### src/rtl/core/aprs_pkg.sv
`timescale 1ns / 1ps
`default_nettype none

package aprs_pkg;

  localparam int POS_W = 5;
  localparam int OFF_W = 4;
  localparam int CNT_W = 6;
  localparam int LAT_W = 21;
  localparam int LON_W = 22;
  localparam int LAT_MAG_W = 20;
  localparam int LON_MAG_W = 21;

  localparam logic [7:0] CH_BANG  = 8'h21;  // '!'
  localparam logic [7:0] CH_EQUAL = 8'h3D;  // '='
  localparam logic [7:0] CH_SLASH = 8'h2F;  // '/'
  localparam logic [7:0] CH_AT    = 8'h40;  // '@'
  localparam logic [7:0] CH_POINT = 8'h2E;  // '.'
  localparam logic [7:0] CH_N     = 8'h4E;
  localparam logic [7:0] CH_S     = 8'h53;
  localparam logic [7:0] CH_E     = 8'h45;
  localparam logic [7:0] CH_W     = 8'h57;

  localparam logic [OFF_W-1:0] OFFSET_NOW   = 4'd1;
  localparam logic [OFF_W-1:0] OFFSET_TIMED = 4'd8;
  localparam logic [POS_W-1:0] POS_MAX      = 5'd31;
  localparam logic [POS_W-1:0] REL_SYM_TBL  = 5'd8;
  localparam logic [POS_W-1:0] REL_LON0     = 5'd9;
  localparam logic [POS_W-1:0] REL_SYM_CODE = 5'd18;
  localparam logic [POS_W-1:0] REL_LAST_POS = 5'd18;

  localparam int LAT_DEG_MAX  = 90;
  localparam int LON_DEG_MAX  = 180;
  localparam int MINUTE_SCALE = 6000;
  localparam int QUEUE_DEPTH  = 4;

  typedef enum logic [2:0] {
    ERR_NONE  = 3'd0,
    ERR_TYPE  = 3'd1,
    ERR_SHORT = 3'd2,
    ERR_LAT   = 3'd3,
    ERR_LON   = 3'd4
  } aprs_err_t;

  typedef struct packed {
    logic                    kind;
    logic [7:0]              comment_char;
    logic signed [LAT_W-1:0] latitude;
    logic signed [LON_W-1:0] longitude;
    logic [7:0]              sym_table;
    logic [7:0]              sym_code;
    logic                    pos_valid;
    aprs_err_t               error_code;
    logic [CNT_W-1:0]        comment_length;
    logic                    record_last;
  } aprs_result_t;

  typedef struct packed {
    logic         comment_valid;
    logic         record_valid;
    aprs_result_t comment;
    aprs_result_t record;
  } aprs_emit_t;

  typedef struct packed {
    logic not_empty;
    logic room_for_two;
  } aprs_queue_status_t;

  function automatic logic is_digit(input logic [7:0] b);
    return (b >= 8'h30) && (b <= 8'h39);
  endfunction

endpackage

`default_nettype wire

### src/rtl/core/aprs_frame_decoder.sv
`timescale 1ns / 1ps
`default_nettype none

module aprs_frame_decoder #(
  parameter int COMMENT_LIMIT = 63
) (
  input  logic                clk,
  input  logic                rst,
  input  logic                step,
  input  logic [7:0]          data_byte,
  input  logic                last_byte,
  output aprs_pkg::aprs_emit_t emit
);
  import aprs_pkg::*;

  logic [POS_W-1:0] byte_position, byte_position_next;
  logic [OFF_W-1:0] position_offset, position_offset_next;
  logic [6:0]       lat_degrees, lat_degrees_next;
  logic [13:0]      lat_minutes, lat_minutes_next;
  logic [7:0]       lon_degrees, lon_degrees_next;
  logic [13:0]      lon_minutes, lon_minutes_next;
  logic [1:0]       hemisphere, hemisphere_next;
  logic [15:0]      held_symbols, held_symbols_next;
  aprs_err_t        frame_error, frame_error_next;
  logic [CNT_W-1:0] comment_count, comment_count_next;

  function automatic logic [17:0] times_ten_plus(input logic [13:0] v, input logic [3:0] d);
    return 18'({v, 3'b000}) + 18'({v, 1'b0}) + 18'(d);
  endfunction

  logic [LAT_MAG_W-1:0] lat_mag;
  logic [LON_MAG_W-1:0] lon_mag;
  logic [LAT_W-1:0]     lat_val;
  logic [LON_W-1:0]     lon_val;

  // magnitudes from the held fields; a good record never has its last byte in these fields
  assign lat_mag = LAT_MAG_W'(lat_degrees) * LAT_MAG_W'(MINUTE_SCALE) + LAT_MAG_W'(lat_minutes);
  assign lon_mag = LON_MAG_W'(lon_degrees) * LON_MAG_W'(MINUTE_SCALE) + LON_MAG_W'(lon_minutes);
  assign lat_val = hemisphere[0] ? LAT_W'(0) - LAT_W'(lat_mag) : LAT_W'(lat_mag);
  assign lon_val = hemisphere[1] ? LON_W'(0) - LON_W'(lon_mag) : LON_W'(lon_mag);

  always_comb begin
    logic [POS_W-1:0] rel;
    logic [2:0]       k_lat;
    logic [3:0]       k_lon;
    logic [3:0]       digit;
    logic [10:0]      lon_acc;
    aprs_err_t        final_err;

    byte_position_next   = byte_position;
    position_offset_next = position_offset;
    lat_degrees_next     = lat_degrees;
    lat_minutes_next     = lat_minutes;
    lon_degrees_next     = lon_degrees;
    lon_minutes_next     = lon_minutes;
    hemisphere_next      = hemisphere;
    held_symbols_next    = held_symbols;
    frame_error_next     = frame_error;
    comment_count_next   = comment_count;

    rel     = byte_position - POS_W'(position_offset);
    k_lat   = rel[2:0];
    k_lon   = 4'(rel - REL_LON0);
    digit   = data_byte[3:0];
    lon_acc = 11'(times_ten_plus(14'(lon_degrees), digit));

    emit = '0;
    emit.comment.comment_char = data_byte;

    if (byte_position == '0) begin
      if (data_byte == CH_BANG || data_byte == CH_EQUAL) begin
        position_offset_next = OFFSET_NOW;
      end else if (data_byte == CH_SLASH || data_byte == CH_AT) begin
        position_offset_next = OFFSET_TIMED;
      end else begin
        frame_error_next = ERR_TYPE;
      end
    end else if (frame_error == ERR_NONE && byte_position >= POS_W'(position_offset)) begin
      if (rel < REL_SYM_TBL) begin
        // latitude DDMM.MM then N/S
        priority if (k_lat == 3'd4) begin
          if (data_byte != CH_POINT) frame_error_next = ERR_LAT;
        end else if (k_lat == 3'd7) begin
          if (data_byte == CH_S) begin
            hemisphere_next[0] = 1'b1;
          end else if (data_byte != CH_N) begin
            frame_error_next = ERR_LAT;
          end
          if (lat_degrees > 7'(LAT_DEG_MAX) || lat_minutes >= 14'(MINUTE_SCALE)) begin
            frame_error_next = ERR_LAT;
          end
        end else if (!is_digit(data_byte)) begin
          frame_error_next = ERR_LAT;
        end else if (k_lat < 3'd2) begin
          lat_degrees_next = 7'(times_ten_plus(14'(lat_degrees), digit));
        end else begin
          lat_minutes_next = 14'(times_ten_plus(lat_minutes, digit));
        end
      end else if (rel == REL_SYM_TBL) begin
        held_symbols_next[15:8] = data_byte;
      end else if (rel < REL_SYM_CODE) begin
        // longitude DDDMM.MM then E/W
        priority if (k_lon == 4'd5) begin
          if (data_byte != CH_POINT) frame_error_next = ERR_LON;
        end else if (k_lon == 4'd8) begin
          if (data_byte == CH_W) begin
            hemisphere_next[1] = 1'b1;
          end else if (data_byte != CH_E) begin
            frame_error_next = ERR_LON;
          end
          if (lon_minutes >= 14'(MINUTE_SCALE)) frame_error_next = ERR_LON;
        end else if (!is_digit(data_byte)) begin
          frame_error_next = ERR_LON;
        end else if (k_lon < 4'd3) begin
          if (lon_acc > 11'(LON_DEG_MAX)) begin
            frame_error_next = ERR_LON;
            lon_degrees_next = 8'(LON_DEG_MAX);
          end else begin
            lon_degrees_next = lon_acc[7:0];
          end
        end else begin
          lon_minutes_next = 14'(times_ten_plus(lon_minutes, digit));
        end
      end else if (rel == REL_SYM_CODE) begin
        held_symbols_next[7:0] = data_byte;
      end else if (comment_count < CNT_W'(COMMENT_LIMIT)) begin
        emit.comment_valid = 1'b1;
        comment_count_next = comment_count + CNT_W'(1);
      end
    end

    if (byte_position < POS_MAX) byte_position_next = byte_position + POS_W'(1);

    final_err = frame_error_next;
    if (final_err != ERR_TYPE &&
        byte_position < POS_W'(position_offset_next) + REL_LAST_POS) begin
      final_err = ERR_SHORT;
    end

    emit.record_valid       = last_byte;
    emit.record.kind        = 1'b1;
    emit.record.record_last = 1'b1;
    emit.record.error_code  = final_err;
    if (final_err == ERR_NONE) begin
      emit.record.latitude       = $signed(lat_val);
      emit.record.longitude      = $signed(lon_val);
      emit.record.sym_table      = held_symbols_next[15:8];
      emit.record.sym_code       = held_symbols_next[7:0];
      emit.record.pos_valid      = 1'b1;
      emit.record.comment_length = comment_count_next;
    end

    if (last_byte) begin
      byte_position_next   = '0;
      position_offset_next = '0;
      lat_degrees_next     = '0;
      lat_minutes_next     = '0;
      lon_degrees_next     = '0;
      lon_minutes_next     = '0;
      hemisphere_next      = '0;
      held_symbols_next    = '0;
      frame_error_next     = ERR_NONE;
      comment_count_next   = '0;
    end
  end

  always_ff @(posedge clk) begin
    if (rst) begin
      byte_position   <= '0;
      position_offset <= '0;
      lat_degrees     <= '0;
      lat_minutes     <= '0;
      lon_degrees     <= '0;
      lon_minutes     <= '0;
      hemisphere      <= '0;
      held_symbols    <= '0;
      frame_error     <= ERR_NONE;
      comment_count   <= '0;
    end else if (step) begin
      byte_position   <= byte_position_next;
      position_offset <= position_offset_next;
      lat_degrees     <= lat_degrees_next;
      lat_minutes     <= lat_minutes_next;
      lon_degrees     <= lon_degrees_next;
      lon_minutes     <= lon_minutes_next;
      hemisphere      <= hemisphere_next;
      held_symbols    <= held_symbols_next;
      frame_error     <= frame_error_next;
      comment_count   <= comment_count_next;
    end
  end

endmodule

`default_nettype wire

### src/rtl/core/aprs_result_fifo.sv
`timescale 1ns / 1ps
`default_nettype none

module aprs_result_fifo #(
  parameter int DEPTH = 4
) (
  input  logic                         clk,
  input  logic                         rst,
  input  logic                         push_a,
  input  aprs_pkg::aprs_result_t       data_a,
  input  logic                         push_b,
  input  aprs_pkg::aprs_result_t       data_b,
  input  logic                         pop,
  output aprs_pkg::aprs_result_t       head,
  output aprs_pkg::aprs_queue_status_t status
);
  import aprs_pkg::*;

  localparam int AW = $clog2(DEPTH);
  localparam int CW = $clog2(DEPTH + 1);

  aprs_result_t   mem [DEPTH];
  logic [AW-1:0]  wr_ptr, rd_ptr;
  logic [CW-1:0]  count;
  logic [AW-1:0]  wr_ptr_inc;
  logic [AW-1:0]  slot_b;

  function automatic logic [AW-1:0] ptr_inc(input logic [AW-1:0] p);
    if (p == AW'(DEPTH - 1)) return '0;
    return p + AW'(1);
  endfunction

  assign wr_ptr_inc = ptr_inc(wr_ptr);
  assign slot_b     = push_a ? wr_ptr_inc : wr_ptr;

  assign head                = mem[rd_ptr];
  assign status.not_empty    = (count != '0);
  assign status.room_for_two = (count <= CW'(DEPTH - 2));

  always_ff @(posedge clk) begin
    if (push_a) mem[wr_ptr] <= data_a;
    if (push_b) mem[slot_b] <= data_b;
  end

  always_ff @(posedge clk) begin
    if (rst) begin
      wr_ptr <= '0;
      rd_ptr <= '0;
      count  <= '0;
    end else begin
      if (push_b) begin
        wr_ptr <= ptr_inc(slot_b);
      end else if (push_a) begin
        wr_ptr <= wr_ptr_inc;
      end
      if (pop) rd_ptr <= ptr_inc(rd_ptr);
      count <= count + CW'(push_a) + CW'(push_b) - CW'(pop);
    end
  end

endmodule

`default_nettype wire

### src/rtl/core/aprs_position_parser.sv
`timescale 1ns / 1ps
`default_nettype none
// path: an accepted byte is held in the input register, decoded and written to the result queue
// throughput: one byte per cycle while the queue can hold two words; a last byte that
//   also carries a comment byte gives two words, the comment word ahead of the record
// a four-word result queue decouples the sides; input stalls when it cannot hold two words
// reset: synchronous, clears the frame state, the input register's valid bit and the result queue

module aprs_position_parser #(
  parameter int COMMENT_MAX = 63
) (
  input  logic        clk,
  input  logic        rst,
  // slave side: input bytes
  input  logic        s_tvalid,
  output logic        s_tready,
  input  logic [7:0]  s_tdata,   // [7:0] data_byte
  input  logic        s_tlast,   // last_byte
  // master side: comment bytes and position records
  output logic        m_tvalid,
  input  logic        m_tready,
  output logic [79:0] m_tdata,   // [7:0] comment_char, [28:8] latitude, [50:29] longitude,
                                 // [58:51] sym_table, [66:59] sym_code,
                                 // [67] pos_valid, [70:68] error_code,
                                 // [76:71] comment_length, [79:77] zero
  output logic        m_tuser,   // kind
  output logic        m_tlast    // record_last
);
  import aprs_pkg::*;

  // comment limit saturates at what the 6-bit count can show
  localparam int COMMENT_LIMIT = (COMMENT_MAX > 63) ? 63 : COMMENT_MAX;

  // input register
  logic       in_valid;
  logic [7:0] in_byte;
  logic       in_last;
  logic       proc;

  aprs_emit_t         emit;
  aprs_result_t       head;
  aprs_queue_status_t qstat;

  // the byte in the input register is decoded once the queue can take both possible words
  assign proc     = in_valid && qstat.room_for_two;
  assign s_tready = !in_valid || proc;

  always_ff @(posedge clk) begin
    if (rst) begin
      in_valid <= 1'b0;
    end else if (s_tready) begin
      in_valid <= s_tvalid;
    end
  end

  always_ff @(posedge clk) begin
    if (s_tvalid && s_tready) begin
      in_byte <= s_tdata;
      in_last <= s_tlast;
    end
  end

  // frame decoder: per-byte digit accumulation and range checks
  aprs_frame_decoder #(
    .COMMENT_LIMIT(COMMENT_LIMIT)
  ) u_decoder (
    .clk      (clk),
    .rst      (rst),
    .step     (proc),
    .data_byte(in_byte),
    .last_byte(in_last),
    .emit     (emit)
  );

  // result queue: comment word goes in ahead of the record
  aprs_result_fifo #(
    .DEPTH(QUEUE_DEPTH)
  ) u_queue (
    .clk   (clk),
    .rst   (rst),
    .push_a(proc && emit.comment_valid),
    .data_a(emit.comment),
    .push_b(proc && emit.record_valid),
    .data_b(emit.record),
    .pop   (m_tvalid && m_tready),
    .head  (head),
    .status(qstat)
  );

  assign m_tvalid = qstat.not_empty;
  assign m_tuser  = head.kind;
  assign m_tlast  = head.record_last;
  assign m_tdata  = {3'b000, head.comment_length, head.error_code, head.pos_valid,
                     head.sym_code, head.sym_table, head.longitude, head.latitude,
                     head.comment_char};

  // a record is always the last word of its frame and a comment word never is
  a_last_is_record: assert property (@(posedge clk) disable iff (rst)
    m_tvalid |-> (m_tlast == m_tuser))
    else $error("record_last and kind disagree");

  // a failed record carries no position and no comment length
  a_error_record_empty: assert property (@(posedge clk) disable iff (rst)
    (m_tvalid && m_tuser && head.error_code != ERR_NONE) |->
      (!head.pos_valid && head.comment_length == '0 && head.latitude == '0))
    else $error("error record carries position data");

  // a comment word carries only its byte
  a_comment_clean: assert property (@(posedge clk) disable iff (rst)
    (m_tvalid && !m_tuser) |-> (m_tdata[79:8] == '0))
    else $error("comment word carries record fields");

  // leaving reset the block is empty and ready
  a_reset_empty: assert property (@(posedge clk)
    (!rst && $past(rst)) |-> (s_tready && !m_tvalid))
    else $error("block not empty after reset");

endmodule

`default_nettype wire
### config.mk
export PLATFORM = sky130hd
export DESIGN_NAME = aprs_position_parser
export DESIGN_NICKNAME = d
export VERILOG_FILES = /design/src/rtl/core/aprs_pkg.sv /design/src/rtl/core/aprs_frame_decoder.sv /design/src/rtl/core/aprs_result_fifo.sv /design/src/rtl/core/aprs_position_parser.sv
export SDC_FILE = /design/constraint.sdc
export NUM_CORES = 1
export LEC_CHECK = 0
export ABC_AREA = 1
export BUFFER_PORTS_ARGS = -buffer_cell sky130_fd_sc_hd__clkbuf_2
export CELL_PAD_IN_SITES_DETAIL_PLACEMENT = 1
export CELL_PAD_IN_SITES_GLOBAL_PLACEMENT = 1
export CORE_MARGIN = 3
export CORE_UTILIZATION = 44
export CTS_BUF_LIST = sky130_fd_sc_hd__clkbuf_16
export CTS_CLUSTER_DIAMETER = 80
export DETAILED_ROUTE_END_ITERATION = 16
export GPL_ROUTABILITY_DRIVEN = 0
export PLACE_DENSITY = 0.88
export SKIP_LAST_GASP = 1
export SLEW_MARGIN = 20
export SYNTH_ARGS = -nofsm -noshare
export SYNTH_HDL_FRONTEND = slang
export SYNTH_HIERARCHICAL = 1
export SYNTH_SLANG_ARGS = --single-unit
### constraint.sdc
create_clock -name clk -period 6.11 [get_ports clk]
set_input_delay 0.3055 -clock clk [delete_from_list [all_inputs] [get_ports clk]]
set_output_delay 0.3055 -clock clk [all_outputs]
set_load 0.1 [all_outputs]
# == Word-level counts from Yosys, hierarchy flattened ==
# Memories as Yosys holds them, arrays and structs flattened. A register that Yosys moved wholly into a read port is not among the register bits.
# Cells that the tools add are included.
# totals
ramBits,316
register_bits,96
mem_count,1
output_inout_bits,84
input_bits,13
# mem_list
memory,words,word_bits,read_ports,rd_ports_with_merged_regs,write_ports,line,source
u_queue.mem,4,79,1,1,2,aprs_result_fifo.sv:22,aprs_result_t mem [DEPTH];
# op_classes
n_lt_le_gt_ge,15
mul,2
n_reduce_logical,35
n_eq_ne,28
n_addsub,23
mux,129
# op_table
op,count
$mux W14,18
$mux W8,15
$mux W3,25
$mux W16,4
$mux W60,1
$mux W7,8
$mux W6,9
$add A14 B14 Y14,2
$add A14 B4 Y14,2
$ge A14 B13 Y1 const B,2
$mux W1,28
$mux W2,13
$eq A8 B6 Y1 const B,3
$eq A8 B7 Y1 const B,3
$mux W22,1
$reduce_bool A2 Y1,11
$sub A1 B21 Y22 const A,1
$add A21 B14 Y21,1
$mux W21,1
$sub A1 B20 Y21 const A,1
$add A20 B14 Y20,1
$reduce_and A10 Y1,2
$ne A2 B2 Y1 const B,9
$mul A8 B9 Y17 const B,1
other kinds (46),70

# == Logic depth before layout (Yosys ltp) ==
# depth
depth_word,18
ltp_mapped,35

# == Cells and area by module ==
# Netlist, hierarchy kept.
# modules_own_cells
module,seq_area_each_um2,area_each_um2,instances,cells_per_inst
aprs_result_fifo,9669.3,16572.1,1,1810
aprs_frame_decoder,1581.5,13372.8,1,2006
aprs_position_parser,290.3,374.1,1,27

# == Worst setup path after synthesis ==
# Ideal clock, no wire load.
# synth_timing
kind,reg-to-reg
from,register u_decoder.lat_degrees[4]
to,"memory u_queue/mem[1][69] (netlist name), data pin"
path_slack_ns,0.439
n_path_buf,0
required_time_ns,5.958
arrival_time_ns,5.518
stages_incl_launch_ff,31
setup_ns,0.152
path_cell_list,dfxtp_1 -> inv_1 -> fa_1 -> fa_1 -> inv_1 -> fa_1 -> inv_1 -> fa_1 -> inv_1 -> ha_1 -> nand2_1 -> nand2_1 -> inv_1 -> o21ai_0 -> a21o_1 -> xor2_1 -> ha_1 -> nand2_1 -> nor2_1 -> nand3_1 -> nand3_1 -> nand2_1 -> nand2_1 -> nand2_1 -> nor3_1 -> nand3_1 -> xor2_1 -> nor2_1 -> nor3_1 -> inv_1 -> o21ai_0
# synth_lines
item,line,source
start: declaration,aprs_frame_decoder.sv:18,"logic [6:0] lat_degrees, lat_degrees_next;"
start signal: assignment,aprs_frame_decoder.sv:182,lat_degrees <= lat_degrees_next;
end: declaration,aprs_result_fifo.sv:22,

==> flow_summary.yaml <==
logic_synthesis:
  yosys_register_bits: 414
  avgSynthCellArea_um2: 7.89
  yosys.area.top_type_share_pct: 32.2
  syn_inst: 3843
  ys_warn_count: 6
  syn_area_um2: 30300
  synth.top_cells.by_area: "edfxtp_1, nand2_1, ha_1, o21ai_0, dfxtp_1"
  ys_async_sr_fraction_pct: 0
  synth_cell_type_count: 62
  yosysSeqAreaShare_pct: 38.1
  synth_area_leader_cell: "edfxtp_1"
  ys.flop_type: "edfxtp_1"
  synth_edf_count: 325
floorplan:
  die-area_um2: 72100
  die_x_um: 269
  num_rows: 95
  die_h_um: 269
  coreArea_um2: 67800
  io_pins: 97
  initial_core_util_pct: 44.7
clocking:
  clock_path_buffers: 3
  cts_sinks: 414
  cts_htree_levels: 2
  cts_tree: "built"
  cts.reportedPaths.clkPinSlew_ns: 0.06
  root_buffer: "clkbuf_16"
  clock_latency_ns: 0.61
  cts_made_buffers: 48
place:
  hpwl_mm: 65.3
  place_inst: 4662
  port_buffers: 93
pwr:
  power_mw: 10.6
  p_per_area_nw_per_um2: 320
  ir_drop_mv: 0.310
  power_leakage_nw: 14.4
route:
  postRouteAntennaNets: 0
  firstDrtPassIters: 6
  wire_per_inst_um: 21.1
  drc: 0
  vias_per_cell: 5.79
  vias: 27631
  routed_wl_mm: 100
  drtIter0Drc: 2122
timing:
  hold_viol: 0
  slew_headroom_pct: 20.3
  final.period_utilization_pct: 98.0
  fin_hold_ws_ns: 0.0391
  setup_violations: 0
  slew_violations: 0
  fin_skew_ns: 0.0272
  worst_slew_pin_slew_ns: 1.19
  max_freq_mhz: 167
  finalCriticalPeriod_ns: 5.99
worst_setup_path:
  cp_slowest_cell: "fa_1"
  r2r_slack_ns: 0.12
  path_common_cell: "inv_1"
  required_ns: 6.46
  r2r_start: "u_decoder/lat_degrees[2]"
  start_kind: "flop"
  startpoint: "u_decoder/lat_degrees[2]"
  critPathCaptureType: "flop"
  r2r-end: "u_queue/mem[2][69]"
  reg2regPathDepth: 31
  cpPeakStageDelay_ns: 0.53
  crit_fanout: 6
  worstSetupPathType: "reg2reg"
  cp_data_arrival_time_ns: 6.34
hold_path:
  hold_end: "in_valid"
  hold_path.class: "in2reg"
  min-delay-start: "s_tvalid"
  whs_path_depth: 3
grt:
  grt_start_max_net_pins: 159
  grt_pass1_vias: 28775
  antenna_found_initial: 1
  grt_usage_pct: 27.3
  grt_overflow: 0
  grt_pass1_wl_mm: 157
finish:
  area_delta_synth_final_pct: 9.52
  fillers: 8269
  final_cell_mix: "nand2_1, inv_1, o21ai_0, edfxtp_1, nor2_1"
  drive_gt1_share_pct: 10.6
  final_common_cell: "nand2_1"
  finalNetCount: 4116
  stdcell_count: 4771
status:
  status: "finished clean"
job:
  drv_cap: 0
[cells in the mapped netlist (5+ instances only)]
library cell and n:
buf_4 99, or2_1 5, buf_1 8, nor3_1 29
xor2_1 50, o21ai_0 360, inv_1 413, o22ai_1 90
nand3_1 118, edfxtp_1 325, o21ai_1 12, ha_1 187
nand2_1 963, xnor2_1 19, a21oi_1 137, nor2_4 41
dfxtp_1 89, inv_2 16, clkbuf_1 84, o21bai_1 6
buf_2 70, nor2_1 329, nand2_2 9, fa_1 57
nor3b_1 5, nand3b_1 16, a211oi_1 7, or2_2 7
nand4_1 209, buf_6 11
[area by class of cell]
type,instances,area (um2),area share [%]
antenna,1,2.50,0.00754
clock buffer,49,1230,3.69
clock inverter,39,392,1.18
inverter,432,1630,4.89
multi-input combinational,2799,16200,48.7
sequential,414,11600,34.8
tap,873,1090,3.29
timing repair buffer,164,1130,3.41
[cell families (layout without fill, tap and decap cells)]
| group | after synthesis | in the layout | synth area share, % |
|---|---|---|---|
| XOR/XNOR | 70 | 70 | 2.08 |
| other | 3 | 85 | 0.0371 |
| AND/OR/NAND/NOR | 1756 | 1756 | 26.0 |
| AO/OA/AOI/OAI | 645 | 645 | 11.5 |
| flip-flops | 414 | 414 | 38.1 |
| buffers and inverters | 711 | 684 | 10.8 |
| adder cells (fa/ha/maj) | 244 | 244 | 11.5 |
[what timing repair did]
action / in CTS / in global routing
setup endpoints to repair: 24 / 62
hold endpoints to repair: 9 / 0
setup buffers: 2 / 9
gates resized for setup: 11 / 83
cloned: 0 / 0
hold buffers: 9 / 0
pin swaps: 5 / 34
[report_power, final]
group          leakage, nW  switching, mW  internal [mW]  total, mW
Clock                0.818           1.27           1.73       3.00
Sequential            3.67          0.113           3.17       3.29
Combinational         9.96           3.52          0.811       4.33
Total                 14.4           4.90           5.72       10.6
[flip-flops by register name, summed over array words and instances (netlist names), 2 cells and up, named ones only]
name / count
u_decoder/hemisphere: 2
u_decoder/byte_position: 5
u_decoder/lat_minutes: 14
u_decoder/frame_error: 3
u_decoder/position_offset: 4
u_decoder/lat_degrees: 7
u_decoder/comment_count: 6
u_queue/wr_ptr: 2
u_decoder/lon_minutes: 14
u_queue/mem: 316
u_queue/count: 3
u_queue/rd_ptr: 2
u_decoder/lon_degrees: 8
in_byte: 8
u_decoder/held_symbols: 16
[routing by layer]
metal / global-route usage, % / vias to the layer above / share of wire, %
met2: 48.6 / 993 / 50
met5: 0 / - / 0
met1: 33.6 / 13651 / 40
met4: 10.1 / 0 / 3.3
li1: - / 12773 / -
met3: 3.72 / 214 / 6.9
[through the flow]
step / cell area (um2) / TNS [ns] / util [%] / setup WS, ns
finish: 33200 / 0 / 49.0 / 0.122
global route: 33200 / -1.82 / 49.0 / -0.168
CTS: 32900 / 0 / 48.5 / 0.00888
detailed placement: 31100 / -1.11 / 45.9 / -0.132
global placement: 31100 / 0 / 45.9 / 0.0982
floorplan: 30600 / 0 / - / 0.439
[worst max-delay path by stage]
| stage | end | cells past startpoint |
|---|---|---|
| floorplan | u_queue/mem[1][69] | 30 |
| global placement | u_queue/mem[3][68] | 29 |
| detailed placement | u_queue/mem[3][69] | 30 |
| CTS | u_queue/mem[2][69] | 31 |
| global route | u_queue/mem[2][69] | 31 |
| finish | u_queue/mem[2][69] | 31 |
[worst max-delay path: cells and delay by family (launching register included)]
kind | cells | cell delay (ns)
adder cells (fa/ha/maj) | 6 | 2.51
buffers and inverters | 9 | 0.74
AO/OA/AOI/OAI | 4 | 0.52
AND/OR/NAND/NOR | 10 | 1.14
flip-flops | 1 | 0.39
XOR/XNOR | 2 | 0.45
Note: power is estimated with default switching activity, not from simulation.
